File: src/rtl/core/ipt_pkg.sv
// ----------------------------------------------------------------------------
// ipt_pkg: shared definitions for the indexed priority table
// Sizes, operation and status codes, and the control words that pass
// between the controller and the datapath.
// ----------------------------------------------------------------------------
package ipt_pkg;

    // Table geometry and field widths.
    localparam int CAPACITY = 16;
    localparam int IDX_W    = $clog2(CAPACITY);
    localparam int ID_W     = 16;
    localparam int CNT_W    = ID_W + 1;
    localparam int PRI_W    = 16;
    localparam int PAY_W    = 32;
    localparam int OP_W     = 3;
    localparam int ST_W     = 3;

    // Operation codes.
    localparam logic [OP_W-1:0] OP_ADD      = 3'd0;
    localparam logic [OP_W-1:0] OP_PROMOTE  = 3'd1;
    localparam logic [OP_W-1:0] OP_IS_VALID = 3'd2;
    localparam logic [OP_W-1:0] OP_GET      = 3'd3;
    localparam logic [OP_W-1:0] OP_GET_MAX  = 3'd4;
    localparam logic [OP_W-1:0] OP_POP_MAX  = 3'd5;

    // Status codes.
    localparam logic [ST_W-1:0] ST_OK        = 3'd0;
    localparam logic [ST_W-1:0] ST_FULL      = 3'd1;
    localparam logic [ST_W-1:0] ST_UNKNOWN   = 3'd2;
    localparam logic [ST_W-1:0] ST_EMPTY     = 3'd3;
    localparam logic [ST_W-1:0] ST_EXHAUSTED = 3'd4;

    // Commands from the controller to the datapath.
    typedef struct packed {
        logic load;    // capture the command word and clear the scan state
        logic scan;    // examine one slot
        logic commit;  // update the table and register the result
    } t_cmd;

    // Status from the datapath to the controller.
    typedef struct packed {
        logic scan_last;  // the slot being examined is the last one
    } t_stat;

endpackage

File: src/rtl/core/ipt_ctrl.sv
// ----------------------------------------------------------------------------
// ipt_ctrl: sequencer for the indexed priority table
// Walks each command through a load, a scan of every slot and a commit,
// and raises the result strobe in the cycle after the commit.
// ----------------------------------------------------------------------------
module ipt_ctrl (
    input  logic          i_clk,
    input  logic          i_rst_n,
    input  logic          start,
    output logic          busy,
    output logic          o_done,
    output ipt_pkg::t_cmd o_cmd,
    input  ipt_pkg::t_stat i_stat
);
    import ipt_pkg::*;

    typedef enum logic [1:0] {
        S_IDLE,
        S_SCAN,
        S_COMMIT
    } t_state;

    t_state r_state, n_state;
    logic   r_done;

    // Next state and commands.
    always_comb begin
        n_state     = r_state;
        o_cmd       = '0;
        case (r_state)
            S_IDLE: begin
                if (start) begin
                    o_cmd.load = 1'b1;
                    n_state    = S_SCAN;
                end
            end
            S_SCAN: begin
                o_cmd.scan = 1'b1;
                if (i_stat.scan_last) begin
                    n_state = S_COMMIT;
                end
            end
            S_COMMIT: begin
                o_cmd.commit = 1'b1;
                n_state      = S_IDLE;
            end
            default: begin
                n_state = S_IDLE;
            end
        endcase
    end

    // State and the registered result strobe.
    always_ff @(posedge i_clk) begin
        if (!i_rst_n) begin
            r_state <= S_IDLE;
            r_done  <= 1'b0;
        end else begin
            r_state <= n_state;
            r_done  <= (r_state == S_COMMIT);
        end
    end

    assign busy   = (r_state != S_IDLE);
    assign o_done = r_done;

endmodule

File: src/rtl/core/ipt_dpath.sv
// ----------------------------------------------------------------------------
// ipt_dpath: slot storage and scan datapath
// Holds the slot table and the id counter, examines one slot per scan
// cycle to find the id match, the lowest free slot and the maximum entry,
// then applies the operation and registers the result word.
// ----------------------------------------------------------------------------
module ipt_dpath (
    input  logic                        i_clk,
    input  logic                        i_rst_n,
    input  ipt_pkg::t_cmd               i_cmd,
    output ipt_pkg::t_stat              o_stat,
    input  logic [ipt_pkg::OP_W-1:0]    i_operation,
    input  logic [ipt_pkg::ID_W-1:0]    i_entry_id,
    input  logic [ipt_pkg::PAY_W-1:0]   i_payload_in,
    output logic [ipt_pkg::ST_W-1:0]    o_status,
    output logic [ipt_pkg::ID_W-1:0]    o_id_out,
    output logic [ipt_pkg::PAY_W-1:0]   o_payload_out,
    output logic [ipt_pkg::PRI_W-1:0]   o_priority_out,
    output logic                        o_present
);
    import ipt_pkg::*;

    // Slot table.
    logic [CAPACITY-1:0] r_used;
    logic [ID_W-1:0]     r_slot_id  [CAPACITY];
    logic [PRI_W-1:0]    r_slot_pri [CAPACITY];
    logic [PAY_W-1:0]    r_slot_pay [CAPACITY];
    logic [CNT_W-1:0]    r_cnt;

    // Captured command word.
    logic [OP_W-1:0]     r_op;
    logic [ID_W-1:0]     r_eid;
    logic [PAY_W-1:0]    r_pin;

    // Scan state.
    logic [IDX_W-1:0]    r_idx;
    logic                r_hit;
    logic [IDX_W-1:0]    r_hit_idx;
    logic [PRI_W-1:0]    r_hit_pri;
    logic [PAY_W-1:0]    r_hit_pay;
    logic                r_free_ok;
    logic [IDX_W-1:0]    r_free_idx;
    logic                r_best_ok;
    logic [IDX_W-1:0]    r_best_idx;
    logic [PRI_W-1:0]    r_best_pri;
    logic [ID_W-1:0]     r_best_id;
    logic [PAY_W-1:0]    r_best_pay;

    // Result registers.
    logic [ST_W-1:0]     r_status;
    logic [ID_W-1:0]     r_id_out;
    logic [PAY_W-1:0]    r_pay_out;
    logic [PRI_W-1:0]    r_pri_out;
    logic                r_present;

    // Current slot under the scan pointer.
    logic                cur_used;
    logic [ID_W-1:0]     cur_id;
    logic [PRI_W-1:0]    cur_pri;
    logic [PAY_W-1:0]    cur_pay;
    logic                cur_better;

    // Commit decisions.
    logic [ST_W-1:0]     n_status;
    logic [ID_W-1:0]     n_id_out;
    logic [PAY_W-1:0]    n_pay_out;
    logic [PRI_W-1:0]    n_pri_out;
    logic                n_present;
    logic                wr_add;
    logic                wr_pro;
    logic                wr_pop;
    logic [PRI_W-1:0]    pro_pri;

    assign cur_used = r_used[r_idx];
    assign cur_id   = r_slot_id[r_idx];
    assign cur_pri  = r_slot_pri[r_idx];
    assign cur_pay  = r_slot_pay[r_idx];

    // A used slot wins over the best so far on higher priority, then larger id.
    assign cur_better = cur_used && (!r_best_ok || (cur_pri > r_best_pri) ||
                        ((cur_pri == r_best_pri) && (cur_id > r_best_id)));

    assign o_stat.scan_last = (r_idx == IDX_W'(CAPACITY - 1));

    // Promote saturates at the top of the priority range.
    assign pro_pri = (r_hit_pri == {PRI_W{1'b1}}) ? r_hit_pri : r_hit_pri + 1'b1;

    // Result word and table updates for the operation.
    always_comb begin
        n_status  = ST_OK;
        n_id_out  = '0;
        n_pay_out = '0;
        n_pri_out = '0;
        n_present = 1'b0;
        wr_add    = 1'b0;
        wr_pro    = 1'b0;
        wr_pop    = 1'b0;
        case (r_op)
            OP_ADD: begin
                if (r_cnt[ID_W]) begin
                    n_status = ST_EXHAUSTED;
                end else if (!r_free_ok) begin
                    n_status = ST_FULL;
                end else begin
                    n_id_out = r_cnt[ID_W-1:0];
                    wr_add   = 1'b1;
                end
            end
            OP_PROMOTE: begin
                n_id_out = r_eid;
                if (!r_hit) begin
                    n_status = ST_UNKNOWN;
                end else begin
                    n_pri_out = pro_pri;
                    wr_pro    = 1'b1;
                end
            end
            OP_IS_VALID: begin
                n_id_out  = r_eid;
                n_present = r_hit;
            end
            OP_GET: begin
                n_id_out = r_eid;
                if (!r_hit) begin
                    n_status = ST_UNKNOWN;
                end else begin
                    n_pay_out = r_hit_pay;
                    n_pri_out = r_hit_pri;
                end
            end
            OP_GET_MAX, OP_POP_MAX: begin
                if (!r_best_ok) begin
                    n_status = ST_EMPTY;
                end else begin
                    n_id_out  = r_best_id;
                    n_pay_out = r_best_pay;
                    n_pri_out = r_best_pri;
                    wr_pop    = (r_op == OP_POP_MAX);
                end
            end
            default: begin
                n_status = ST_OK;
            end
        endcase
    end

    // Control state: used bits, id counter and scan flags.
    always_ff @(posedge i_clk) begin
        if (!i_rst_n) begin
            r_used    <= '0;
            r_cnt     <= '0;
            r_idx     <= '0;
            r_hit     <= 1'b0;
            r_free_ok <= 1'b0;
            r_best_ok <= 1'b0;
        end else begin
            if (i_cmd.load) begin
                r_idx     <= '0;
                r_hit     <= 1'b0;
                r_free_ok <= 1'b0;
                r_best_ok <= 1'b0;
            end
            if (i_cmd.scan) begin
                r_idx <= r_idx + 1'b1;
                if (cur_used && (cur_id == r_eid)) begin
                    r_hit <= 1'b1;
                end
                if (!cur_used) begin
                    r_free_ok <= 1'b1;
                end
                if (cur_better) begin
                    r_best_ok <= 1'b1;
                end
            end
            if (i_cmd.commit) begin
                if (wr_add) begin
                    r_used[r_free_idx] <= 1'b1;
                    r_cnt              <= r_cnt + 1'b1;
                end
                if (wr_pop) begin
                    r_used[r_best_idx] <= 1'b0;
                end
            end
        end
    end

    // Payload state: slot contents, captured word, scan candidates, result.
    always_ff @(posedge i_clk) begin
        if (i_cmd.load) begin
            r_op  <= i_operation;
            r_eid <= i_entry_id;
            r_pin <= i_payload_in;
        end
        if (i_cmd.scan) begin
            if (cur_used && (cur_id == r_eid)) begin
                r_hit_idx <= r_idx;
                r_hit_pri <= cur_pri;
                r_hit_pay <= cur_pay;
            end
            if (!cur_used && !r_free_ok) begin
                r_free_idx <= r_idx;
            end
            if (cur_better) begin
                r_best_idx <= r_idx;
                r_best_pri <= cur_pri;
                r_best_id  <= cur_id;
                r_best_pay <= cur_pay;
            end
        end
        if (i_cmd.commit) begin
            if (wr_add) begin
                r_slot_id[r_free_idx]  <= r_cnt[ID_W-1:0];
                r_slot_pri[r_free_idx] <= '0;
                r_slot_pay[r_free_idx] <= r_pin;
            end
            if (wr_pro) begin
                r_slot_pri[r_hit_idx] <= pro_pri;
            end
            r_status  <= n_status;
            r_id_out  <= n_id_out;
            r_pay_out <= n_pay_out;
            r_pri_out <= n_pri_out;
            r_present <= n_present;
        end
    end

    assign o_status       = r_status;
    assign o_id_out       = r_id_out;
    assign o_payload_out  = r_pay_out;
    assign o_priority_out = r_pri_out;
    assign o_present      = r_present;

endmodule

File: src/rtl/core/indexed_priority_table.sv
// ----------------------------------------------------------------------------
// indexed_priority_table: id-indexed priority table
// Stores entries under never-reused ids and serves add, promote, lookup,
// get-max and pop-max commands over a table of CAPACITY slots.
// ----------------------------------------------------------------------------
//
//   Channel   Handshake            Fields
//   -------   ------------------   ---------------------------------------------
//   command   start, busy          i_operation, i_entry_id, i_payload_in
//   result    o_done (one cycle)   o_status, o_id_out, o_payload_out,
//                                  o_priority_out, o_present
//
// A word is taken at the edge where start is high and busy is low. Every
// command scans all slots, one slot per cycle, then a commit step updates
// the table and registers the result, and o_done is registered from the
// commit state; busy drops in the cycle o_done is shown, so the next word
// can be taken at the edge that takes the result, and no word is taken
// while a command is in progress. The slot scan sets the rate. Reset clears
// the used bits and the id counter at once. The receiver cannot stall: each
// result is shown for exactly one cycle.
//
module indexed_priority_table (
    input  logic                        i_clk,
    input  logic                        i_rst_n,
    input  logic                        start,
    output logic                        busy,
    input  logic [ipt_pkg::OP_W-1:0]    i_operation,
    input  logic [ipt_pkg::ID_W-1:0]    i_entry_id,
    input  logic [ipt_pkg::PAY_W-1:0]   i_payload_in,
    output logic                        o_done,
    output logic [ipt_pkg::ST_W-1:0]    o_status,
    output logic [ipt_pkg::ID_W-1:0]    o_id_out,
    output logic [ipt_pkg::PAY_W-1:0]   o_payload_out,
    output logic [ipt_pkg::PRI_W-1:0]   o_priority_out,
    output logic                        o_present
);
    import ipt_pkg::*;

    t_cmd  cmd;
    t_stat stat;

    // Sequencer.
    ipt_ctrl u_ctrl (
        .i_clk   (i_clk),
        .i_rst_n (i_rst_n),
        .start   (start),
        .busy    (busy),
        .o_done  (o_done),
        .o_cmd   (cmd),
        .i_stat  (stat)
    );

    // Table and scan datapath.
    ipt_dpath u_dpath (
        .i_clk          (i_clk),
        .i_rst_n        (i_rst_n),
        .i_cmd          (cmd),
        .o_stat         (stat),
        .i_operation    (i_operation),
        .i_entry_id     (i_entry_id),
        .i_payload_in   (i_payload_in),
        .o_status       (o_status),
        .o_id_out       (o_id_out),
        .o_payload_out  (o_payload_out),
        .o_priority_out (o_priority_out),
        .o_present      (o_present)
    );

endmodule
File: config.mk
export PLATFORM = sky130hd
export DESIGN_NAME = indexed_priority_table
export DESIGN_NICKNAME = d
export VERILOG_FILES = /design/src/rtl/core/ipt_pkg.sv /design/src/rtl/core/ipt_ctrl.sv /design/src/rtl/core/ipt_dpath.sv /design/src/rtl/core/indexed_priority_table.sv
export SDC_FILE = /design/constraint.sdc
export NUM_CORES = 1
export LEC_CHECK = 0
export BUFFER_PORTS_ARGS = -buffer_cell sky130_fd_sc_hd__clkbuf_2
export CORE_MARGIN = 5
export CORE_UTILIZATION = 60
export CTS_CLUSTER_DIAMETER = 80
export DETAILED_ROUTE_END_ITERATION = 10
export PLACE_DENSITY_LB_ADDON = 0.1
export SYNTH_ARGS = -nofsm -noshare
export SYNTH_HDL_FRONTEND = slang
export SYNTH_SLANG_ARGS = --single-unit
export TNS_END_PERCENT = 1
File: constraint.sdc
create_clock -name i_clk -period 9.3 [get_ports i_clk]
set_clock_uncertainty 0.2 [all_clocks]
set_input_delay 0.93 -clock i_clk [delete_from_list [all_inputs] [get_ports i_clk]]
set_output_delay 0.93 -clock i_clk [all_outputs]
set_load 0.02 [all_outputs]
==> qor.txt, run 1 <==
NumNets Final: 2741
Post-CTS Setup Inserts: 0
First-pass GRT wire length: 171000 µm
# diodes: 0
Max VDD drop: 176 µV
Final setup fails: 0
Final number of hold-violating endpoints: 0
Yosys reg bits: 1314
Worst slew margin: 18.1%
Primary FF master, synth: edfxtp_1
Synth top area cells: edfxtp_1, mux4_2, dfxtp_1
Most instantiated library cell after synthesis: edfxtp_1
FILL cells: 5457
H-tree depth: 4
Sequential area share after synthesis: 76.3%
IO Count: 124
Post-synth EDFFs: 1267
Wirelength per Cell: 29.9 µm
Max Slew Vio Count: 0
Worst setup path category: register to register
Netlist cell types: 69
RD Place Congestion: 0.865
Drt initial violations: 3032
Row count: 107
Initial Utilization: 60.2%
Vias/cell: 6.50
Routed WL: 117000 µm
Clk Tree Root Cell: clkbuf_16
Drt pass-1 iters: 8
HPWL Detailed: 61400 µm
DRC viols: 0
Syn nets: 2539
Max Cap Viol: 0
Post-route cell area: 57400 µm²
Post-Syn Area: 51100 µm²
Cells after Synth: 2450
Vias in the first global route: 25656
TritonCTS Sinks: 1314
Setup TNS: 0 ns
Final period utilization: 60.1%
Clock latency on the worst-skew pair: 0.73 ns
CTS buffer count: 134
Synth cell count leaders: edfxtp_1, mux4_2, nor2_1
Worst slew pin tran: 1.22 ns
Synth Warn #: 0
Area delta synth->final: 12.4%
WP data arrival: 5.74 ns
Highest routed layer: met4
Die Area: 91100 µm²
Fraction of registers with async set/reset: 0%
CP Launch Type: register
Routed wl met2: 56800 µm
Clk buf depth: 3
Fin crit period: 5.59 ns
Post-route ant nets: 0
Avg Synthesized Cell Area: 20.9 µm²
Port Buffer Count: 123
Cts hold-fix bufs: 0
Routed vias: 25382
Fraction of layout cells with a size suffix above 1: 25.8%
Worst-path fanout max: 59
Antenna violations before repair: 1
Clk pin slew, worst setup/hold paths: 0.06 ns
Leakage: 17.5 nW
TritonCTS clock tree: built
Met3 Wirelength: 9750 µm
Die Ht: 302 µm
Total Power Consumption: 0.0119 W
Core ar.: 84900 µm²
Die X: 302 µm
Grt ovf: 0
RSZ-0062 raised after global routing: false
M1 WL: 47400 µm
Area post-placement: 53200 µm²
GRT Total Usage: 25.9%
Outcome: finished, final reports clean
Yosys top cell area share: 74.5%
Hold Crit Class: input port to register
# resized after CTS: 0
CP Capture Type: register
Largest net degree at the start of global routing: 134
Max frequency: 0.179 GHz
Critical Path RT: 9.45 ns
Cell accounting for the most synthesized area: edfxtp_1
Pwr Density: 208 nW/µm²
[worst paths after layout]
path | start | to | slack [ns] | cells after the start
worst min register to register | u_dpath.r_used[14]$_SDFFE_PN0P_ | u_dpath.r_used[14]$_SDFFE_PN0P_ | 0.30 | 2
worst max register to register | register | u_dpath.r_best_pay[10]$_DFFE_PP_ | 3.71 | 12
worst min-delay path | i_payload_in[20] | u_dpath.r_pin[20]$_DFFE_PP_ | 0.17 | 1
worst max-delay path | register | u_dpath.r_best_pay[10]$_DFFE_PP_ | 3.71 | 12
[registers in the layout, summed over array words and instances (netlist names), 16 cells and up, named ones only]
register	count
u_dpath.r_pin	32
u_dpath.o_id_out	16
u_dpath.o_payload_out	32
u_dpath.r_best_id	16
u_dpath.r_slot_id	256
u_dpath.r_hit_pri	16
u_dpath.r_eid	16
u_dpath.r_best_pri	16
u_dpath.r_slot_pay	512
u_dpath.r_slot_pri	256
u_dpath.r_hit_pay	32
u_dpath.r_used	16
u_dpath.o_priority_out	16
u_dpath.r_cnt	17
u_dpath.r_best_pay	32
[per-stage QoR]
stage | std cells | utilization, % | setup slack (ns) | hold WS [ns]
after detailed placement | 3660 | 62.7 | 3.82 | 0.294
final | 3903 | 67.7 | 3.71 | 0.173
after global routing | 3903 | 67.7 | 3.49 | 0.148
after floorplan | 2450 | - | 1.16 | 0.257
after global placement | 3660 | 62.7 | 3.79 | 0.283
after CTS | 3903 | 67.7 | 3.77 | 0.132
[layout make-up]
class	count	area (µm²)	area share (%)
Tap cell	1144	1430	2.49
Multi-Input combinational cell	963	11500	20.0
Clock buffer	157	3540	6.17
Sequential cell	1314	39000	67.9
Clock inverter	86	692	1.20
Inverter	62	239	0.416
Timing Repair Buffer	177	1050	1.82
[cells by family after synthesis]
family | Yosys count | share of synthesized area (%)
mux | 364 | 14.4
buf+inv | 173 | 1.57
fa+ha+maj | 35 | 0.857
simple gates | 315 | 3.03
xor+xnor | 51 | 0.874
flops | 1314 | 76.3
compound gates | 198 | 2.96
[layer usage]
| layer | vias to the layer above | GRT usage (%) |
|---|---|---|
| li1 | 10583 | - |
| met2 | 1206 | 41.0 |
| met5 | - | 0 |
| met4 | 0 | 7.24 |
| met1 | 13387 | 38.1 |
| met3 | 206 | 4.68 |
[critical path: stages, from the launching register on]
cell,delay [ns]
dfxtp_4,1.01
buf_4,0.88
nor2b_1,0.31
a221oi_1,0.65
o21ai_0,0.17
o21ai_0,0.17
ha_1,0.29
nand3_1,0.12
nor2_1,0.08
a31oi_1,0.14
o21ai_0,0.20
a31oi_4,0.25
buf_4,0.63
[report_power, final]
part | switching, W | total (W) | leakage [nW] | internal (W)
Sequential | 0.0000509 | 0.00651 | 11.3 | 0.00646
Combinational | 0.000132 | 0.000256 | 4.10 | 0.000125
Clock | 0.00221 | 0.00517 | 2.06 | 0.00296
Total | 0.00239 | 0.0119 | 17.5 | 0.00954
[layout by cell type, fill, tap and decap left out, types with 7 or more instances in the layout]
cell	instances
edfxtp_1	1267
mux4_2	276
clkbuf_16	138
clkbuf_2	123
nor2_1	89
mux2i_1	59
inv_1	58
nand2_1	57
buf_4	52
dfxtp_1	43
ha_1	35
clkinv_1	34
a22o_1	32
o21ai_0	29
a21oi_1	27
nand3_1	27
xor2_1	27
xnor2_1	24
clkinv_2	23
nand2b_1	22
clkbuf_1	17
a222oi_1	16
nor2b_1	15
mux4_1	15
and3_1	15
nor3_1	15
nor2_4	14
mux2_2	14
nand4_1	13
o221a_2	13
a21o_1	12
a22oi_1	10
o22ai_1	8
a221o_1	8
inv_6	8
bufinv_16	8
nor3_2	7
clkinvlp_4	7
No activity file was read; power rests on OpenSTA's default activity.
==> run 2, diff against run 1 <==
Clock period 9.3 ns to 5.3 ns, I/O delays scaled along.
==> qor.txt, run 2 (same netlist as run 1, synthesis figures left out) <==
Outcome: finished, final reports clean
Die X: 302 µm (unchanged)
Port Buffer Count: 123 (unchanged)
GRT Total Usage: 26.3% (+0.45 points)
DRC viols: 0 (unchanged)
# resized after CTS: 0 (unchanged)
Max VDD drop: 407 µV (+130%)
Die Ht: 302 µm (unchanged)
Initial Utilization: 60.2% (unchanged)
Final period utilization: 87.3% (+27 points)
NumNets Final: 2823 (+3.0%)
Max Slew Vio Count: 0 (unchanged)
Gr busiest metal: met2
WP data arrival: 4.83 ns (-0.91 ns)
Reg2reg setup slack: 0.67 ns (-3.03 ns)
Core ar.: 84900 µm² (unchanged)
Routed WL: 118000 µm (+1.2%)
Setup TNS: 0 ns (unchanged)
Most frequent cells in the layout: edfxtp_1, mux4_2, clkbuf_16
H-tree depth: 4 (unchanged)
Row count: 107 (unchanged)
Clk Tree Root Cell: clkbuf_16
TritonCTS Sinks: 1314 (unchanged)
Clk pin slew, worst setup/hold paths: 0.07 ns (about the same)
Final number of hold-violating endpoints: 0 (unchanged)
Placed Instances: 3691 (+0.85%)
Commonest non-fill, non-tap cell in the layout: edfxtp_1
Drt pass-1 iters: 8 (unchanged)
Wirelength per Cell: 29.6 µm (-0.95%)
Beginning of the worst hold path: i_rst_n
Fraction of layout cells with a size suffix above 1: 25.8% (-0.086 points)
Die Area: 91100 µm² (unchanged)
Post-route ant nets: 0 (unchanged)
Pwr Density: 359 nW/µm² (+73%)
Leakage: 17.9 nW (+2.3%)
Worst-path fanout max: 54 (-8.5%)
CP Launch Type: register
Final setup fails: 0 (unchanged)
M2 GR Usage: 41.3% (+0.27 points)
Max Cap Viol: 0 (unchanged)
Vias/cell: 6.46 (-0.68%)
Drt initial violations: 3105 (+2.4%)
Clk buf depth: 3 (unchanged)
HPWL Detailed: 64000 µm (+4.3%)
CP Capture Type: register
Biggest regs: u_dpath.r_slot_pay x512, u_dpath.r_slot_id x256, u_dpath.r_slot_pri x256
Fin crit period: 4.63 ns (-0.966 ns)
RD Place Congestion: 0.901 (+4.1%)
R2R cell count: 12 (unchanged)
Worst setup path category: register to register
Routed vias: 25753 (+1.5%)
Antenna violations before repair: 0 (-1)
Dpl ws: 0.648 ns (-3.17 ns)
Reg-to-reg endpoint: u_dpath.r_best_pay[28]$_DFFE_PP_
Largest net degree at the start of global routing: 69 (-49%)
Top reg by flops: u_dpath.r_slot_pay
Max FFs per register: 512 (unchanged)
RSZ-0062 raised after global routing: false
CTS buffer count: 133 (-0.75%)
First-pass GRT wire length: 173000 µm (+1.1%)
Max frequency: 0.216 GHz (+21%)
Grt ovf: 0 (unchanged)
Total Power Consumption: 0.0209 W (+75%)
Hold endpoint: u_dpath.r_used[15]$_SDFFE_PN0P_
Worst slew pin tran: 1.24 ns (+0.0264 ns)
TritonCTS clock tree: built
Hold Crit Class: input port to register
Area delta synth->final: 14.1%
Critical Path RT: 5.50 ns (-3.95 ns)
Global routing usage on met3: 4.61% (-0.072 points)
Vias in the first global route: 26062 (+1.6%)
Clock latency on the worst-skew pair: 0.73 ns (about the same)
WHS Path Cells: 2 (+1)
Final worst slack: 0.672 ns (-3.03 ns)
Met1 Usage GRT: 39.4% (+1.3 points)
Finished Layout Cells: 3987 (+2.2%)
Util after Layout: 68.7% (+1.0 points)
Worst slew margin: 16.4% (-1.7 points)
IO Count: 124 (unchanged)
-- run 2: metal layers --
layer | up-vias | routed length, µm
li1 | 10765 | -
met1 | 13573 | 48700
met2 | 1232 | 57000
met3 | 183 | 9760
met4 | 0 | 2600
met5 | - | 0
-- run 2: power by group --
group	total [W]	internal [W]	leakage (nW)	switching, W
Combinational	0.000491	0.000251	4.51	0.000240
Sequential	0.0114	0.0113	11.3	0.0000891
Clock	0.00902	0.00514	2.06	0.00388
-- run 2: area by class of cell --
type                       count  area, µm²
multi-input combinational    963      11500
clock buffer                 172       3560
inverter                      62        239
sequential                  1314      39000
clock inverter                71        669
timing repair buffer         260       1950
antenna                        1       2.50
fill                        5378      26600
tap                         1144       1430
-- run 2: timing repair --
action,4_1_cts,5_1_grt
hold buffers,52,0
buffers inserted,0,0
hold endpoints to repair,52,0
-- run 2: stage by stage --
stage	hold slack [ns]	area, µm²
floorplan	0.257	51200
global placement	0.285	53600
detailed placement	0.299	53600
CTS	0.167	58300
global route	0.207	58300
finish	0.210	58300
-- run 2: how the worst max path moves through the flow --
stage,startpoint,end,slack [ns]
3_3_place_gp,register,u_dpath.r_best_pay[26]$_DFFE_PP_,0.69
4_1_cts,register,u_dpath.r_best_pay[18]$_DFFE_PP_,0.64
2_1_floorplan,u_dpath.r_op[2]$_DFFE_PP_,u_dpath.r_used[3]$_SDFFE_PN0P_,-0.46
5_1_grt,register,u_dpath.r_best_pri[6]$_DFFE_PP_,0.48
6_report,register,u_dpath.r_best_pay[28]$_DFFE_PP_,0.67
3_5_place_dp,register,u_dpath.r_best_pay[25]$_DFFE_PP_,0.65
-- run 2: critical path: stages, from the launching register on --
cell	delay, ns
dfxtp_4	1.00
buf_12	0.29
mux4_2	0.33
mux4_2	0.54
ha_1	0.32
nor2b_1	0.13
o21a_1	0.11
o21a_1	0.10
o21ai_0	0.10
a211o_1	0.27
a31o_2	0.28
a31oi_4	0.22
buf_12	0.33
